[src/rtl/fragment_reassembler_defines.svh]
// Assertion macros shared by the fragment reassembler RTL.
// Included by the modules that carry concurrent checks; no other dependencies.
`ifndef FRAGMENT_REASSEMBLER_DEFINES_SVH
`define FRAGMENT_REASSEMBLER_DEFINES_SVH

// Same-cycle implication, masked while reset is asserted.
`define FR_ASSERT_NOW(label, clk, rst_n, ante, cons) \
    label: assert property (@(posedge clk) disable iff (!rst_n) (ante) |-> (cons)) \
        else $error("fragment reassembler check failed");

// Next-cycle implication, masked while reset is asserted.
`define FR_ASSERT_NEXT(label, clk, rst_n, ante, cons) \
    label: assert property (@(posedge clk) disable iff (!rst_n) (ante) |=> (cons)) \
        else $error("fragment reassembler check failed");

`endif

[src/rtl/fr_pkg.sv]
// Package for the fragment reassembler: payload structs and constants.
// No dependencies; imported by every module of the block.
`default_nettype none

package fr_pkg;

    localparam int unsigned MAX_FRAGMENT_BYTES = 64;
    localparam logic [15:0] SIZE_LIMIT         = 16'd65532;
    localparam int unsigned MID_DEPTH          = 4;
    localparam int unsigned MID_PTR_W          = $clog2(MID_DEPTH);
    localparam int unsigned MID_CNT_W          = $clog2(MID_DEPTH + 1);

    typedef struct packed {
        logic [7:0]  message_id;
        logic [13:0] fragment_offset;
        logic        more_fragments;
        logic [7:0]  fragment_length;
        logic [7:0]  byte_index;
        logic [7:0]  payload_byte;
        logic        fragment_end;
    } t_frag_in;

    typedef struct packed {
        logic        write_valid;
        logic [15:0] write_address;
        logic [7:0]  write_byte;
        logic        message_done;
        logic [15:0] total_size;
    } t_frag_out;

    // Classified item passed from the front end to the back end
    typedef struct packed {
        logic        wr_cand;
        logic        done;
        logic [15:0] base;
        logic [7:0]  idx;
        logic [7:0]  len;
        logic [7:0]  data;
    } t_mid;

endpackage

`default_nettype wire

[src/rtl/fr_queue.sv]
// Short register queue between the front and back ends.
// Depends on fr_pkg and fragment_reassembler_defines.svh.
`default_nettype none
`include "fragment_reassembler_defines.svh"

module fr_queue (
    input  wire logic         i_clk,
    input  wire logic         i_rst_n,
    input  wire logic         i_push,
    input  wire fr_pkg::t_mid i_entry,
    output logic              o_full,
    input  wire logic         i_pop,
    output logic              o_empty,
    output fr_pkg::t_mid      o_head
);
    import fr_pkg::*;

    t_mid                 r_mem [MID_DEPTH];
    logic [MID_PTR_W-1:0] r_wr_ptr;
    logic [MID_PTR_W-1:0] r_rd_ptr;
    logic [MID_CNT_W-1:0] r_count;
    logic                 do_push;
    logic                 do_pop;

    assign o_full  = (r_count == MID_CNT_W'(MID_DEPTH));
    assign o_empty = (r_count == '0);
    assign o_head  = r_mem[r_rd_ptr];
    assign do_push = i_push && !o_full;
    assign do_pop  = i_pop && !o_empty;

    always_ff @(posedge i_clk) begin
        if (!i_rst_n) begin
            r_wr_ptr <= '0;
            r_rd_ptr <= '0;
            r_count  <= '0;
        end else begin
            if (do_push) begin
                r_wr_ptr <= (r_wr_ptr == MID_PTR_W'(MID_DEPTH - 1)) ? '0 : r_wr_ptr + 1'b1;
            end
            if (do_pop) begin
                r_rd_ptr <= (r_rd_ptr == MID_PTR_W'(MID_DEPTH - 1)) ? '0 : r_rd_ptr + 1'b1;
            end
            if (do_push && !do_pop) begin
                r_count <= r_count + 1'b1;
            end else if (do_pop && !do_push) begin
                r_count <= r_count - 1'b1;
            end
        end
    end

    always_ff @(posedge i_clk) begin
        if (do_push) begin
            r_mem[r_wr_ptr] <= i_entry;
        end
    end

    `FR_ASSERT_NOW(a_no_overflow, i_clk, i_rst_n, i_push, !o_full)

endmodule

`default_nettype wire

[src/rtl/fr_front.sv]
// Front end: takes input items, makes the per-fragment accept decision and
// classifies each byte. Depends on fr_pkg and fragment_reassembler_defines.svh.
`default_nettype none
`include "fragment_reassembler_defines.svh"

module fr_front (
    input  wire logic             i_clk,
    input  wire logic             i_rst_n,
    input  wire logic             i_accept,
    input  wire fr_pkg::t_frag_in i_frag,
    output logic                  o_push,
    output fr_pkg::t_mid          o_entry
);
    import fr_pkg::*;

    logic        r_assembling;
    logic [7:0]  r_current;
    logic [15:0] r_expected;
    logic        r_frag_acc;
    logic        n_assembling;
    logic [7:0]  n_current;
    logic [15:0] n_expected;
    logic        n_frag_acc;

    logic [7:0]  len_c;
    logic [15:0] off_ext;
    logic        decided;
    logic        dropped;
    logic        wr_cand;
    logic        done;

    assign len_c   = (i_frag.fragment_length > 8'(MAX_FRAGMENT_BYTES))
                   ? 8'(MAX_FRAGMENT_BYTES) : i_frag.fragment_length;
    assign off_ext = {2'b00, i_frag.fragment_offset};

    always_comb begin
        n_assembling = r_assembling;
        n_current    = r_current;
        n_expected   = r_expected;
        n_frag_acc   = r_frag_acc;
        decided      = r_frag_acc;
        dropped      = 1'b0;
        wr_cand      = 1'b0;
        done         = 1'b0;
        if (i_accept) begin
            if (i_frag.byte_index == 8'd0) begin
                decided = 1'b0;
                if (!r_assembling || (i_frag.message_id != r_current)) begin
                    if (i_frag.fragment_offset == 14'd0) begin
                        n_assembling = 1'b1;
                        n_current    = i_frag.message_id;
                        n_expected   = 16'd0;
                    end else begin
                        n_assembling = 1'b0;
                        dropped      = 1'b1;
                    end
                end
                if (!dropped) begin
                    priority if (off_ext < n_expected) begin
                        // duplicate: drop, keep the assembly
                        decided = 1'b0;
                    end else if (off_ext > n_expected) begin
                        // gap: drop and abandon
                        n_assembling = 1'b0;
                    end else begin
                        decided    = 1'b1;
                        n_expected = n_expected + {10'd0, len_c[7:2]};
                    end
                end
            end
            wr_cand = decided && (i_frag.byte_index < len_c);
            done    = decided && i_frag.fragment_end && !i_frag.more_fragments;
            if (done) begin
                n_assembling = 1'b0;
            end
            n_frag_acc = i_frag.fragment_end ? 1'b0 : decided;
        end
    end

    always_ff @(posedge i_clk) begin
        if (!i_rst_n) begin
            r_assembling <= 1'b0;
            r_current    <= 8'd0;
            r_expected   <= 16'd0;
            r_frag_acc   <= 1'b0;
        end else begin
            r_assembling <= n_assembling;
            r_current    <= n_current;
            r_expected   <= n_expected;
            r_frag_acc   <= n_frag_acc;
        end
    end

    // Only write candidates and completions enter the queue
    assign o_push          = i_accept && (wr_cand || done);
    assign o_entry.wr_cand = wr_cand;
    assign o_entry.done    = done;
    assign o_entry.base    = {i_frag.fragment_offset, 2'b00};
    assign o_entry.idx     = i_frag.byte_index;
    assign o_entry.len     = len_c;
    assign o_entry.data    = i_frag.payload_byte;

    `FR_ASSERT_NEXT(a_done_ends, i_clk, i_rst_n, o_push && o_entry.done, !r_assembling)
    `FR_ASSERT_NEXT(a_end_clears, i_clk, i_rst_n, i_accept && i_frag.fragment_end, !r_frag_acc)

endmodule

`default_nettype wire

[src/rtl/fr_back.sv]
// Back end: holds the buffer size, forms addresses and totals, and drives the
// result register. Depends on fr_pkg and fragment_reassembler_defines.svh.
`default_nettype none
`include "fragment_reassembler_defines.svh"

module fr_back (
    input  wire logic         i_clk,
    input  wire logic         i_rst_n,
    input  wire logic         i_cfg_we,
    input  wire logic [15:0]  i_cfg_data,
    input  wire logic         i_mid_empty,
    input  wire fr_pkg::t_mid i_head,
    output logic              o_mid_pop,
    input  wire logic         i_pop,
    output logic              o_empty,
    output fr_pkg::t_frag_out o_result
);
    import fr_pkg::*;

    logic [15:0] r_size;
    logic        r_valid;
    t_frag_out   r_out;
    t_frag_out   n_out;

    logic [16:0] addr_w;
    logic [16:0] total_w;
    logic        wv;
    logic        take;

    assign addr_w  = {1'b0, i_head.base} + {9'd0, i_head.idx};
    assign total_w = {1'b0, i_head.base} + {9'd0, i_head.len};
    assign wv      = i_head.wr_cand && (addr_w < {1'b0, r_size});

    always_comb begin
        n_out.write_valid   = wv;
        n_out.write_address = wv ? addr_w[15:0] : 16'd0;
        n_out.write_byte    = wv ? i_head.data : 8'd0;
        n_out.message_done  = i_head.done;
        n_out.total_size    = !i_head.done ? 16'd0
                            : (total_w > {1'b0, r_size}) ? r_size : total_w[15:0];
    end

    assign take      = !i_mid_empty && (!r_valid || i_pop);
    assign o_mid_pop = take;
    assign o_empty   = !r_valid;
    assign o_result  = r_out;

    always_ff @(posedge i_clk) begin
        if (!i_rst_n) begin
            r_size  <= SIZE_LIMIT;
            r_valid <= 1'b0;
        end else begin
            if (i_cfg_we) begin
                r_size <= (i_cfg_data > SIZE_LIMIT) ? SIZE_LIMIT : i_cfg_data;
            end
            if (take) begin
                r_valid <= n_out.write_valid || n_out.message_done;
            end else if (i_pop) begin
                r_valid <= 1'b0;
            end
        end
    end

    always_ff @(posedge i_clk) begin
        if (take) begin
            r_out <= n_out;
        end
    end

    `FR_ASSERT_NOW(a_result_real, i_clk, i_rst_n, r_valid,
                   r_out.write_valid || r_out.message_done)
    `FR_ASSERT_NOW(a_addr_in_buf, i_clk, i_rst_n, r_valid && r_out.write_valid,
                   r_out.write_address < r_size)

endmodule

`default_nettype wire

[src/rtl/fragment_reassembler.sv]
// In-order fragment reassembler, top level.
// Depends on fr_pkg, fr_front, fr_queue, fr_back and fragment_reassembler_defines.svh.
//
// Payload bytes come in one per transaction, each tagged with its fragment's
// header; one byte can be taken every clock. The front end decides on the
// first byte of a fragment whether it is kept and classifies every byte; a
// four-entry queue carries classified bytes to the back end, which forms the
// buffer address and the clamped total and loads the result register.
// A queued byte moves on to the result register, and the front keeps taking
// bytes while a result waits, until the queue fills. Bytes that give
// neither a write nor a completion produce no result. buffer_size may be
// written only while the block is idle; values above 65532 act as 65532.
`default_nettype none
`include "fragment_reassembler_defines.svh"

module fragment_reassembler (
    input  wire logic              i_clk,
    input  wire logic              i_rst_n,
    // input side
    input  wire logic              push,
    output logic                   full,
    input  wire fr_pkg::t_frag_in  i_frag,
    // result side
    output logic                   empty,
    input  wire logic              pop,
    output fr_pkg::t_frag_out      o_result,
    // buffer_size register write
    input  wire logic              i_cfg_valid,
    output logic                   o_cfg_ready,
    input  wire logic [15:0]       i_cfg_data
);
    import fr_pkg::*;

    logic accept;
    logic mid_push;
    logic mid_full;
    logic mid_pop;
    logic mid_empty;
    t_mid mid_in;
    t_mid mid_head;

    // The queue is never overrun: input stalls whenever it is full.
    assign full        = mid_full;
    assign accept      = push && !mid_full;
    assign o_cfg_ready = 1'b1;

    fr_front u_front (
        .i_clk   (i_clk),
        .i_rst_n (i_rst_n),
        .i_accept(accept),
        .i_frag  (i_frag),
        .o_push  (mid_push),
        .o_entry (mid_in)
    );

    fr_queue u_queue (
        .i_clk   (i_clk),
        .i_rst_n (i_rst_n),
        .i_push  (mid_push),
        .i_entry (mid_in),
        .o_full  (mid_full),
        .i_pop   (mid_pop),
        .o_empty (mid_empty),
        .o_head  (mid_head)
    );

    fr_back u_back (
        .i_clk      (i_clk),
        .i_rst_n    (i_rst_n),
        .i_cfg_we   (i_cfg_valid),
        .i_cfg_data (i_cfg_data),
        .i_mid_empty(mid_empty),
        .i_head     (mid_head),
        .o_mid_pop  (mid_pop),
        .i_pop      (pop),
        .o_empty    (empty),
        .o_result   (o_result)
    );

    `FR_ASSERT_NOW(a_push_gated, i_clk, i_rst_n, mid_push, accept)

endmodule

`default_nettype wire
[config.mk]
export PLATFORM = sky130hd
export DESIGN_NAME = fragment_reassembler
export DESIGN_NICKNAME = d
export VERILOG_FILES = /design/src/rtl/fr_pkg.sv /design/src/rtl/fr_queue.sv /design/src/rtl/fr_front.sv /design/src/rtl/fr_back.sv /design/src/rtl/fragment_reassembler.sv
export VERILOG_INCLUDE_DIRS = /design/src /design/src/rtl
export SDC_FILE = /design/constraint.sdc
export NUM_CORES = 1
export LEC_CHECK = 0
export ABC_AREA = 1
export BUFFER_PORTS_ARGS = -buffer_cell sky130_fd_sc_hd__buf_2
export CAP_MARGIN = 15
export CORE_ASPECT_RATIO = 1.5
export CORE_MARGIN = 2
export CORE_UTILIZATION = 45
export CTS_BUF_LIST = sky130_fd_sc_hd__clkbuf_8
export CTS_CLUSTER_SIZE = 10
export DETAILED_ROUTE_END_ITERATION = 12
export GPL_ROUTABILITY_DRIVEN = 0
export SYNTH_ARGS = -nofsm -noshare
export SYNTH_HDL_FRONTEND = slang
export SYNTH_SLANG_ARGS = --single-unit
[constraint.sdc]
create_clock -name i_clk -period 13.6 [get_ports i_clk]
set_input_delay 0 -clock i_clk [delete_from_list [all_inputs] [get_ports i_clk]]
set_output_delay 0 -clock i_clk [all_outputs]
set_load 0.05 [all_outputs]
==> results.py, run 1 <==
metrics = {
    "outcome": {
        "status": "completed",
    },
    "logic_synthesis": {
        "ys_seq_area_share_pct": 56.2,
        "synthArstFlopShare_pct": 0,
        "yosys_warnings": 0,
        "synth_cells": 1251,
        "avgSynthCellArea_um2": 10.1,
        "netlist-cell-type-count": 62,
        "yosys_register_bits": 254,
        "synth_area_um2": 12600,
        "synth_ff_type": "edfxtp_1",
        "synth-edff-count": 202,
    },
    "critical_path": {
        "worstPathArrival_ns": 5.98,
        "cp.required_ns": 13.88,
        "crit_fanout": 34,
        "cp_top_family": "compound AO/OA/AOI/OAI gates",
        "cp_slowest_cell": "nand2_1",
        "path_cells": "buf_4, inv_2, buf_4, a21oi_1, a32oi_1, inv_1, fa_1, o21ai_0, a21oi_1, inv_1, a21oi_1, nor4_4, nand3_1, xor2_1, inv_1, ha_1, nand2_1, nor3_1, nand2_1, o32ai_1, nand2_1, o21ai_1, a21oi_1",
        "path_buf_inv": 6,
        "crit_top_cell": "a21oi_1",
        "crit_type": "reg2reg",
        "worstSetupEndpointType": "register",
        "critPathMaxStageDelay_ns": 0.58,
        "startpoint_type": "register",
    },
    "drt": {
        "wl_um": 30600,
        "wl_per_cell_um": 16.6,
        "via_per_inst": 5.22,
        "ant_nets": 0,
        "drt_iter0_drc": 567,
        "drt_pre_antenna_iters": 5,
        "drc": 0,
        "vias": 9659,
    },
    "sta": {
        "fin_tns_setup_ns": 0,
        "fin_crit_sh_pct": 42.0,
        "rsz0062_at_grt": "false",
        "final_hold_viol_count": 0,
        "finalMaxSlewViolations": 0,
        "setup_viol": 0,
        "worst_pin_slew_ns": 1.00,
        "slew_headroom_pct": 33.0,
        "clock-skew-final_ns": 0.0368,
        "fmax_mhz": 175,
        "min_period_ns": 5.71,
    },
    "floorplan": {
        "initial_core_util_pct": 45.5,
        "die_h_um": 209,
        "core_area_um2": 27800,
        "dieArea_um2": 29500,
        "ios": 114,
        "rows": 75,
        "die_w_um": 141,
    },
    "placed_design": {
        "portBuffers": 112,
        "place_inst": 1680,
        "post-dp-hpwl_um": 20600,
    },
    "cells_and_area": {
        "drive_gt1_share_pct": 15.4,
        "fin_nets": 1621,
        "area_delta_synth_final_pct": 21.2,
        "fin_util_pct": 55.2,
        "fill_cells": 2429,
        "instances_no_fill": 1851,
        "layout_common_cells": "edfxtp_1 (202), nand2_1 (177), inv_1 (150)",
        "final_common_cell": "edfxtp_1",
        "n_antenna_cell": 0,
    },
    "power_and_ir_drop": {
        "p_total_mw": 3.00,
        "leakagePower_nw": 6.48,
        "p_sw_share_pct": 42.5,
        "p_int_mw": 1.72,
        "p_switching_mw": 1.27,
        "clockPowerShare_pct": 21.7,
        "share_seq_of_total_power_pct": 33.3,
        "vdd_drop_max_mv": 0.101,
        "power_frac_comb_pct": 45.0,
        "power_density_nw_per_um2": 196,
    },
    "min_path": {
        "hp-class": "in2reg",
    },
    "global_routing": {
        "grt_pass1_wl_um": 48500,
        "antenna_found_initial": 1,
        "grt_pass1_vias": 9755,
        "globalRoute.totalOverflow": 0,
        "grt_start_max_net_pins": 81,
        "grt_usage_pct": 21.0,
    },
    "clock_tree": {
        "clock_latency_ns": 0.57,
        "numCtsBuffers": 40,
        "cts_tree": "done",
        "clkSinkCount": 254,
        "clkTransAtPathRegs_ns": 0.06,
        "cts_htree_levels": 2,
        "ctsHoldBuffers": 98,
        "cts_resized": 0,
        "cts.path.max_buffers": 3,
        "cts-root-buf": "clkbuf_8",
        "postCtsSetupRepairBufs": 0,
    },
    "run": {
        "drv_cap": 0,
    },
}
## area by class of cell
cell class	count	area (um2)	area share [%]
Sequential cell	254	7110	46.4
Multi-Input combinational cell	809	4800	31.3
Timing Repair Buffer	219	1610	10.5
Clock buffer	47	647	4.22
Inverter	150	566	3.69
Tap cell	346	433	2.83
Clock inverter	26	161	1.05
## path summary, 6_finish.rpt
path,startpoint,to,slack (ns),cells after the start
hold reg to reg,u_front.r_expected[15]$_SDFFE_PN0P_,u_front.r_expected[15]$_SDFFE_PN0P_,0.46,2
setup reg to reg,register,u_back.o_result[6]$_SDFFCE_PN0P_,7.89,23
setup / recovery,register,u_back.o_result[6]$_SDFFCE_PN0P_,7.89,23
hold / removal,push,u_front.r_assembling$_SDFFE_PN0P_,0.11,6
## metrics by stage
stage / hold WS [ns] / cell area [um2] / setup WS (ns)
after floorplan: 0.0989 / 12700 / 8.88
after global placement: 0.233 / 13500 / 8.03
after detailed placement: 0.232 / 13500 / 7.83
after CTS: 0.0923 / 15300 / 7.81
after global routing: 0.150 / 15300 / 7.30
final: 0.109 / 15300 / 7.89
## worst reg2reg max path, stage by stage, from the launching register on
cell and delay (ns):
dfxtp_1 0.30, buf_4 0.23, inv_2 0.30, buf_4 0.43
a21oi_1 0.08, a32oi_1 0.42, inv_1 0.14, fa_1 0.48
o21ai_0 0.30, a21oi_1 0.12, inv_1 0.06, a21oi_1 0.16
nor4_4 0.24, nand3_1 0.13, xor2_1 0.14, inv_1 0.07
ha_1 0.29, nand2_1 0.07, nor3_1 0.20, nand2_1 0.07
o32ai_1 0.21, nand2_1 0.58, o21ai_1 0.35, a21oi_1 0.06
## cells in the mapped netlist (all sizes together), types with 18 or more instances
library cell  instances  share of area [%]
o21ai               116                4.6
inv                 150                4.5
dfxtp                52                8.2
nand3                26                1.1
nor2                155                5.1
o22ai                20                1.0
a21oi               117                4.7
ha                   74                7.3
nand2               181                5.5
nand4                22                1.1
edfxtp              202                 48
xor2                 23                1.6
buf                  18                1.0
clkbuf               25               0.74
## kinds of logic (layout without fill, tap and decap cells)
kind of cell,count (synthesis),in the layout,share of synthesized area [%]
buf+inv,193,442,6.22
simple gates,406,406,14.3
fa+ha+maj,78,78,7.96
flops,254,254,56.2
other cells,2,7,0.0594
xor+xnor,27,27,1.87
compound gates,291,291,13.4
## routing by layer
layer	vias to the layer above	GRT usage [%]	share of wire (%)	routed length, um
met4	2	9.45	3.8	1160
met2	237	39.6	53	16400
met5	-	0	0.055	17
li1	4778	-	-	-
met1	4567	22.5	38	11600
met3	75	3.88	4.7	1450
## registers in the layout (all words and copies together), names as in the netlist, named ones only
register	count
u_front.r_frag_acc	1
u_queue.r_rd_ptr	2
u_back.r_valid	1
u_queue.r_mem	160
u_queue.r_wr_ptr	2
u_back.o_result	42
u_front.r_current	8
u_front.r_assembling	1
u_queue.r_count	3
u_back.r_size	16
u_front.r_expected	16
## power by group through the flow
stage | Sequential [mW] | Combinational [mW] | Clock [mW]
2_1_floorplan | 1.25 | 0.786 | 0
3_3_place_gp | 1.02 | 1.31 | 0
3_5_place_dp | 1.02 | 1.33 | 0
4_1_cts | 1.00 | 1.36 | 0.671
5_1_grt | 1.01 | 1.49 | 0.699
6_report | 0.999 | 1.35 | 0.651
Power figures use the tool's default switching activity.
==> run 2, diff against run 1 <==
- PLACE_DENSITY: not set -> 0.66
- clock period: 13.6 -> 5.03 ns (I/O delays scaled with it)
==> run 2 against run 1 <==
Critical path type unchanged. Via count up 0.58%. Highest routed layer is now met4. Non-clock buffer count grew 2. Sequential power rose to 2.7 times the previous value. Hold slack improved by 0.043 ns. Worst setup slack worse by 7.6 ns.
==> results.py, run 2 (synthesized netlist as in run 1, its figures left out) <==
metrics = {
    "placed_design": {
        "place_inst": 1689,
        "post-dp-hpwl_um": 21100,
        "portBuffers": 112,
        "placed_area_um2": 13600,
    },
    "clock_tree": {
        "cts_tree": "done",
        "cts_htree_levels": 2,
        "clkTransAtPathRegs_ns": 0.06,
        "cts-root-buf": "clkbuf_8",
        "numCtsBuffers": 40,
        "clkSinkCount": 254,
        "clock_latency_ns": 0.55,
        "cts.path.max_buffers": 3,
    },
    "drt": {
        "drt_iter0_drc": 515,
        "dr.max_layer_used": "met4",
        "drc": 0,
        "wl_um": 30500,
        "wl_met1_um": 11500,
        "via_per_inst": 5.24,
        "dr_wl_met3_um": 1430,
        "wl_per_cell_um": 16.5,
        "drt_pre_antenna_iters": 5,
        "vias": 9715,
        "ant_nets": 0,
        "wl_met2_um": 16100,
    },
    "critical_path": {
        "cp.required_ns": 5.40,
        "critPathMaxStageDelay_ns": 0.40,
        "crit_type": "reg2reg",
        "worstPathArrival_ns": 5.08,
        "cp_slowest_cell": "fa_1",
        "r2r_cells": 30,
        "worstSetupEndpointType": "register",
        "startpoint_type": "register",
        "crit_fanout": 25,
        "reg2reg_slack_ns": 0.33,
    },
    "cells_and_area": {
        "fill_cells": 2403,
        "regMostFlops": "u_queue.r_mem",
        "drive_gt1_share_pct": 15.9,
        "design_area_um2": 15300,
        "fin_util_pct": 55.1,
        "layout_common_cells": "edfxtp_1 (202), nand2_1 (177), inv_1 (151)",
        "n_antenna_cell": 0,
        "area_delta_synth_final_pct": 21.0,
        "instances_no_fill": 1853,
        "largest_reg_flops": 160,
        "fin_nets": 1623,
        "final_common_cell": "edfxtp_1",
    },
    "sta": {
        "worst_pin_slew_ns": 1.02,
        "slew_headroom_pct": 31.9,
        "min_period_ns": 4.70,
        "fin_tns_setup_ns": 0,
        "fmax_mhz": 213,
        "setup_viol": 0,
        "clock-skew-final_ns": 0.0268,
        "fin_crit_sh_pct": 93.5,
        "finalMaxSlewViolations": 0,
        "final_hold_viol_count": 0,
        "rsz0062_at_grt": "false",
    },
    "global_routing": {
        "globalRoute.totalOverflow": 0,
        "grt_start_max_net_pins": 49,
        "grt_pass1_vias": 9865,
        "antenna_found_initial": 0,
        "grt_pass1_wl_um": 48700,
        "grt_usage_pct": 20.9,
    },
    "min_path": {
        "min_from": "push",
        "hold_depth": 6,
        "hp-class": "in2reg",
    },
    "floorplan": {
        "dieArea_um2": 29500,
        "die_h_um": 209,
        "initial_core_util_pct": 45.5,
        "rows": 75,
        "die_w_um": 141,
        "ios": 114,
        "core_area_um2": 27800,
    },
    "power_and_ir_drop": {
        "vdd_drop_max_mv": 0.247,
        "power_density_nw_per_um2": 527,
        "leakagePower_nw": 6.47,
    },
    "run": {
        "drv_cap": 0,
    },
    "outcome": {
        "status": "completed",
    },
}
## run 2: cell count changes in the layout (fill, tap and decap cells not counted), moves of 2 or more
| cell | delta |
|---|---|
| a21oi_1 | -2 |
| a21oi_2 | +2 |
| buf_12 | +2 |
| buf_4 | +7 |
| clkbuf_8 | -4 |
| clkinv_1 | +4 |
| dlygate4sd3_1 | -7 |
| inv_6 | +2 |
| o21ai_0 | -2 |
| o21ai_1 | +2 |
## run 2: critical path: cells and delay by family (launching register included)
family	cells	cell delay (ns)
buffers and inverters	5	0.59
flip-flops	1	0.39
adder cells (fa/ha/maj)	3	0.95
AND/OR/NAND/NOR	14	1.46
AO/OA/AOI/OAI	8	1.15
## run 2: final timing paths
kind	endpoint
max	u_back.r_valid$_SDFFE_PN0P_
min	u_front.r_assembling$_SDFFE_PN0P_
max reg2reg	u_back.r_valid$_SDFFE_PN0P_
min reg2reg	u_front.r_expected[15]$_SDFFE_PN0P_
## run 2: final cells by class
cell class	count	area (um2)	share of cell area (%)
inverter	150	566	3.69
clock inverter	30	155	1.01
tap	346	433	2.83
timing repair buffer	221	1630	10.7
multi-input combinational	809	4820	31.5
sequential	254	7110	46.4
clock buffer	43	592	3.87
## run 2: metal layers
| layer | vias up | track usage (%) |
|---|---|---|
| met5 | - | 0 |
| met1 | 4554 | 22.7 |
| met3 | 85 | 3.26 |
| met4 | 0 | 10.3 |
| met2 | 282 | 39.2 |
| li1 | 4794 | - |
## run 2: per-stage QoR
stage	power (mW)	worst slack [ns]	hold slack, ns
6_report	8.06	0.327	0.152
5_1_grt	8.60	0.00866	0.173
4_1_cts	8.09	0.255	0.127
3_5_place_dp	6.38	0.285	0.224
3_3_place_gp	6.31	0.382	0.217
2_1_floorplan	5.50	0.313	0.0989
## run 2: power by group
part | internal [mW] | switching (mW)
sequential | 2.64 | 0.0789
clock | 0.845 | 0.797
combinational | 1.11 | 2.59
## run 2: repair_timing
item	CTS	global route
hold buffers	91	0
endpoints found under the hold margin	187	0
setup buffers	0	0
resized for setup	0	6
endpoints found under the setup margin	0	42
==> run 3, diff against run 2 <==
- ABC_AREA: 1 -> not set
- CORE_ASPECT_RATIO: 1.5 -> 1.1
==> run 3 against run 2 <==
Hold slack lost 0.13 ns. Synthesized area shrank 2.9%. Largest power group unchanged. Critical path depth shrank 11. Synthesized cell count shrank 28%. Non-clock buffer count shrank 2. Routed wire length shrank 13%. Sequential cell count is the same. Sequential power is essentially flat. Cell count shrank 17%.
==> results.py, run 3 <==
metrics = {
    "outcome": {
        "status": "completed",
    },
    "cells_and_area": {
        "fin_nets": 1287,
        "final_common_cell": "edfxtp_1",
        "multi_input_area_um2": 4820,
        "fill_cells": 2196,
        "layout_common_cells": "edfxtp_1 (202), buf_2 (112), dlygate4sd3_1 (87)",
        "area_delta_synth_final_pct": 22.4,
        "drive_gt1_share_pct": 21.9,
        "regMostFlops": "u_queue.r_mem",
        "largest_reg_flops": 160,
        "n_antenna_cell": 0,
        "regArea_um2": 7110,
    },
    "critical_path": {
        "critPathMaxStageDelay_ns": 0.56,
        "worstPathArrival_ns": 4.89,
        "crit_type": "reg2reg",
        "path_buf_inv": 3,
        "cp_top_family": "compound AO/OA/AOI/OAI gates",
        "cp_slowest_cell": "mux4_2",
        "startpoint_type": "register",
        "cp.required_ns": 5.31,
        "crit_fanout": 24,
        "path_cells": "buf_12, mux4_2, ha_1, inv_1, fa_1, nor2b_1, o21a_1, nor2_1, o21ai_2, nand3_1, xnor2_1, ha_1, a2111oi_0, o211ai_1, a21oi_1, o32ai_4, buf_12, mux2i_1, nor2_1",
        "worstSetupEndpointType": "register",
    },
    "floorplan": {
        "core_area_um2": 26900,
        "die_h_um": 177,
        "ios": 114,
        "initial_core_util_pct": 45.7,
        "rows": 63,
        "dieArea_um2": 28600,
        "die_w_um": 161,
    },
    "drt": {
        "drc": 0,
        "ant_nets": 0,
        "drt_iter0_drc": 473,
        "wl_um": 26700,
        "vias": 7988,
        "drt_pre_antenna_iters": 5,
        "via_per_inst": 5.22,
        "wl_per_cell_um": 17.4,
    },
    "placed_design": {
        "portBuffers": 112,
        "post-dp-hpwl_um": 18400,
    },
    "sta": {
        "final_hold_viol_count": 0,
        "rsz0062_at_grt": "false",
        "hold_slack_ns": 0.0224,
        "min_period_ns": 4.61,
        "fin_crit_sh_pct": 91.6,
        "worst_pin_slew_ns": 0.952,
        "fin_tns_setup_ns": 0,
        "fmax_mhz": 217,
        "slew_headroom_pct": 36.0,
        "finalMaxSlewViolations": 0,
        "clock-skew-final_ns": 0.0144,
        "setup_viol": 0,
    },
    "global_routing": {
        "grt_pass1_vias": 8118,
        "antenna_found_initial": 0,
        "grt_pass1_wl_um": 42100,
        "grt_usage_pct": 18.9,
        "globalRoute.totalOverflow": 0,
        "grt_start_max_net_pins": 46,
    },
    "clock_tree": {
        "cts.path.max_buffers": 3,
        "postCtsSetupRepairBufs": 0,
        "cts_tree": "done",
        "clkTransAtPathRegs_ns": 0.06,
        "numCtsBuffers": 41,
        "cts-root-buf": "clkbuf_8",
        "clkSinkCount": 254,
        "clock_latency_ns": 0.54,
        "cts_htree_levels": 2,
    },
    "power_and_ir_drop": {
        "power_density_nw_per_um2": 501,
        "vdd_drop_max_mv": 0.311,
        "leakagePower_nw": 5.87,
    },
    "run": {
        "drv_cap": 0,
    },
    "logic_synthesis": {
        "synth_top_cells_by_count": "edfxtp_1 (202), ha_1 (74), nand2_1 (63)",
        "yosys_warnings": 0,
        "yosysTopAreaCellShare_pct": 49.4,
        "synth_ff_type": "edfxtp_1",
        "avgSynthCellArea_um2": 13.5,
        "synth-edff-count": 202,
        "synth_top_cell_by_area": "edfxtp_1",
        "yosysMostFrequentCell": "edfxtp_1",
        "netlist-cell-type-count": 73,
        "yosys_register_bits": 254,
        "synthArstFlopShare_pct": 0,
        "synth_cells": 906,
        "yosys-top-cells-area": "edfxtp_1 (49%), dfxtp_1 (8.5%), ha_1 (7.5%)",
        "synth_area_um2": 12300,
        "ys_seq_area_share_pct": 57.9,
    },
    "min_path": {
        "hp-class": "in2reg",
    },
}
-- run 3: cell types whose count changed in the layout (fill, tap and decap cells not counted), moves of 16 or more --
| cell | delta |
|---|---|
| mux2i_1 | +26 |
| inv_1 | -85 |
| o22ai_1 | -16 |
| and2_1 | +24 |
| nor2b_1 | +18 |
| o21ai_1 | -22 |
| a21oi_1 | -92 |
| xnor2_1 | +22 |
| o21ai_0 | -74 |
| nand2_1 | -114 |
| mux4_2 | +39 |
| nor2_1 | -88 |
| a21o_1 | +16 |
-- run 3: per-stage QoR --
| step | setup WS, ns | power (mW) | std cells | util, % | cell area, um2 |
|---|---|---|---|---|---|
| 4_1_cts | 0.377 | 7.59 | 1530 | 55.9 | 15000 |
| 2_1_floorplan | 0.275 | 5.04 | 911 | - | 12300 |
| 5_1_grt | 0.0882 | 7.96 | 1530 | 55.9 | 15000 |
| 3_5_place_dp | 0.403 | 5.78 | 1367 | 49.6 | 13300 |
| 3_3_place_gp | 0.478 | 5.72 | 1367 | 49.6 | 13300 |
| 6_report | 0.423 | 7.53 | 1530 | 55.9 | 15000 |
-- run 3: final timing paths --
kind / depth (start not counted) / slack [ns] / startpoint / end
setup reg to reg: 19 / 0.42 / register / u_back.o_result[6]$_SDFFCE_PN0P_
hold reg to reg: 1 / 0.46 / u_front.r_expected[3]$_SDFFE_PN0P_ / u_front.r_expected[3]$_SDFFE_PN0P_
setup / recovery: 19 / 0.42 / register / u_back.o_result[6]$_SDFFCE_PN0P_
hold / removal: 2 / 0.02 / i_cfg_valid / u_back.r_size[14]$_SDFFE_PN1P_
-- run 3: layout make-up --
class / instances / area share, %
inverter: 51 / 1.27
sequential: 254 / 47.3
clock buffer: 46 / 4.21
clock inverter: 30 / 1.23
multi-input combinational: 573 / 32.1
tap: 357 / 2.97
timing repair buffer: 219 / 10.9
-- run 3: kinds of logic after synthesis --
group                      synth area share (%)
DFF                                        57.9
and+or+nand+nor                            10.3
AOI/OAI and AO/OA                          8.16
buffers and inverters                      3.16
adders and majority gates                  8.28
muxes                                      9.37
xor gates and xnor gates                   2.78
other                                    0.0612
-- run 3: timing repair --
item                                   CTS  global route
resized for setup                        0             0
hold buffers                            87             0
endpoints found under the hold margin  167             0
-- run 3: power breakdown --
part / switching (mW) / internal (mW)
clock network: 0.796 / 0.948
logic: 1.95 / 1.13
registers: 0.0915 / 2.62
total: 2.84 / 4.69
-- run 3: routing by layer --
metal / up-vias / global-route usage [%] / routed length, um / share of wire (%)
met5: - / 0 / 0 / 0
met4: 0 / 6.51 / 726 / 2.7
met3: 57 / 3.37 / 1400 / 5.2
met2: 210 / 33.0 / 13000 / 49
met1: 3836 / 23.6 / 11600 / 43
li1: 3885 / - / - / -
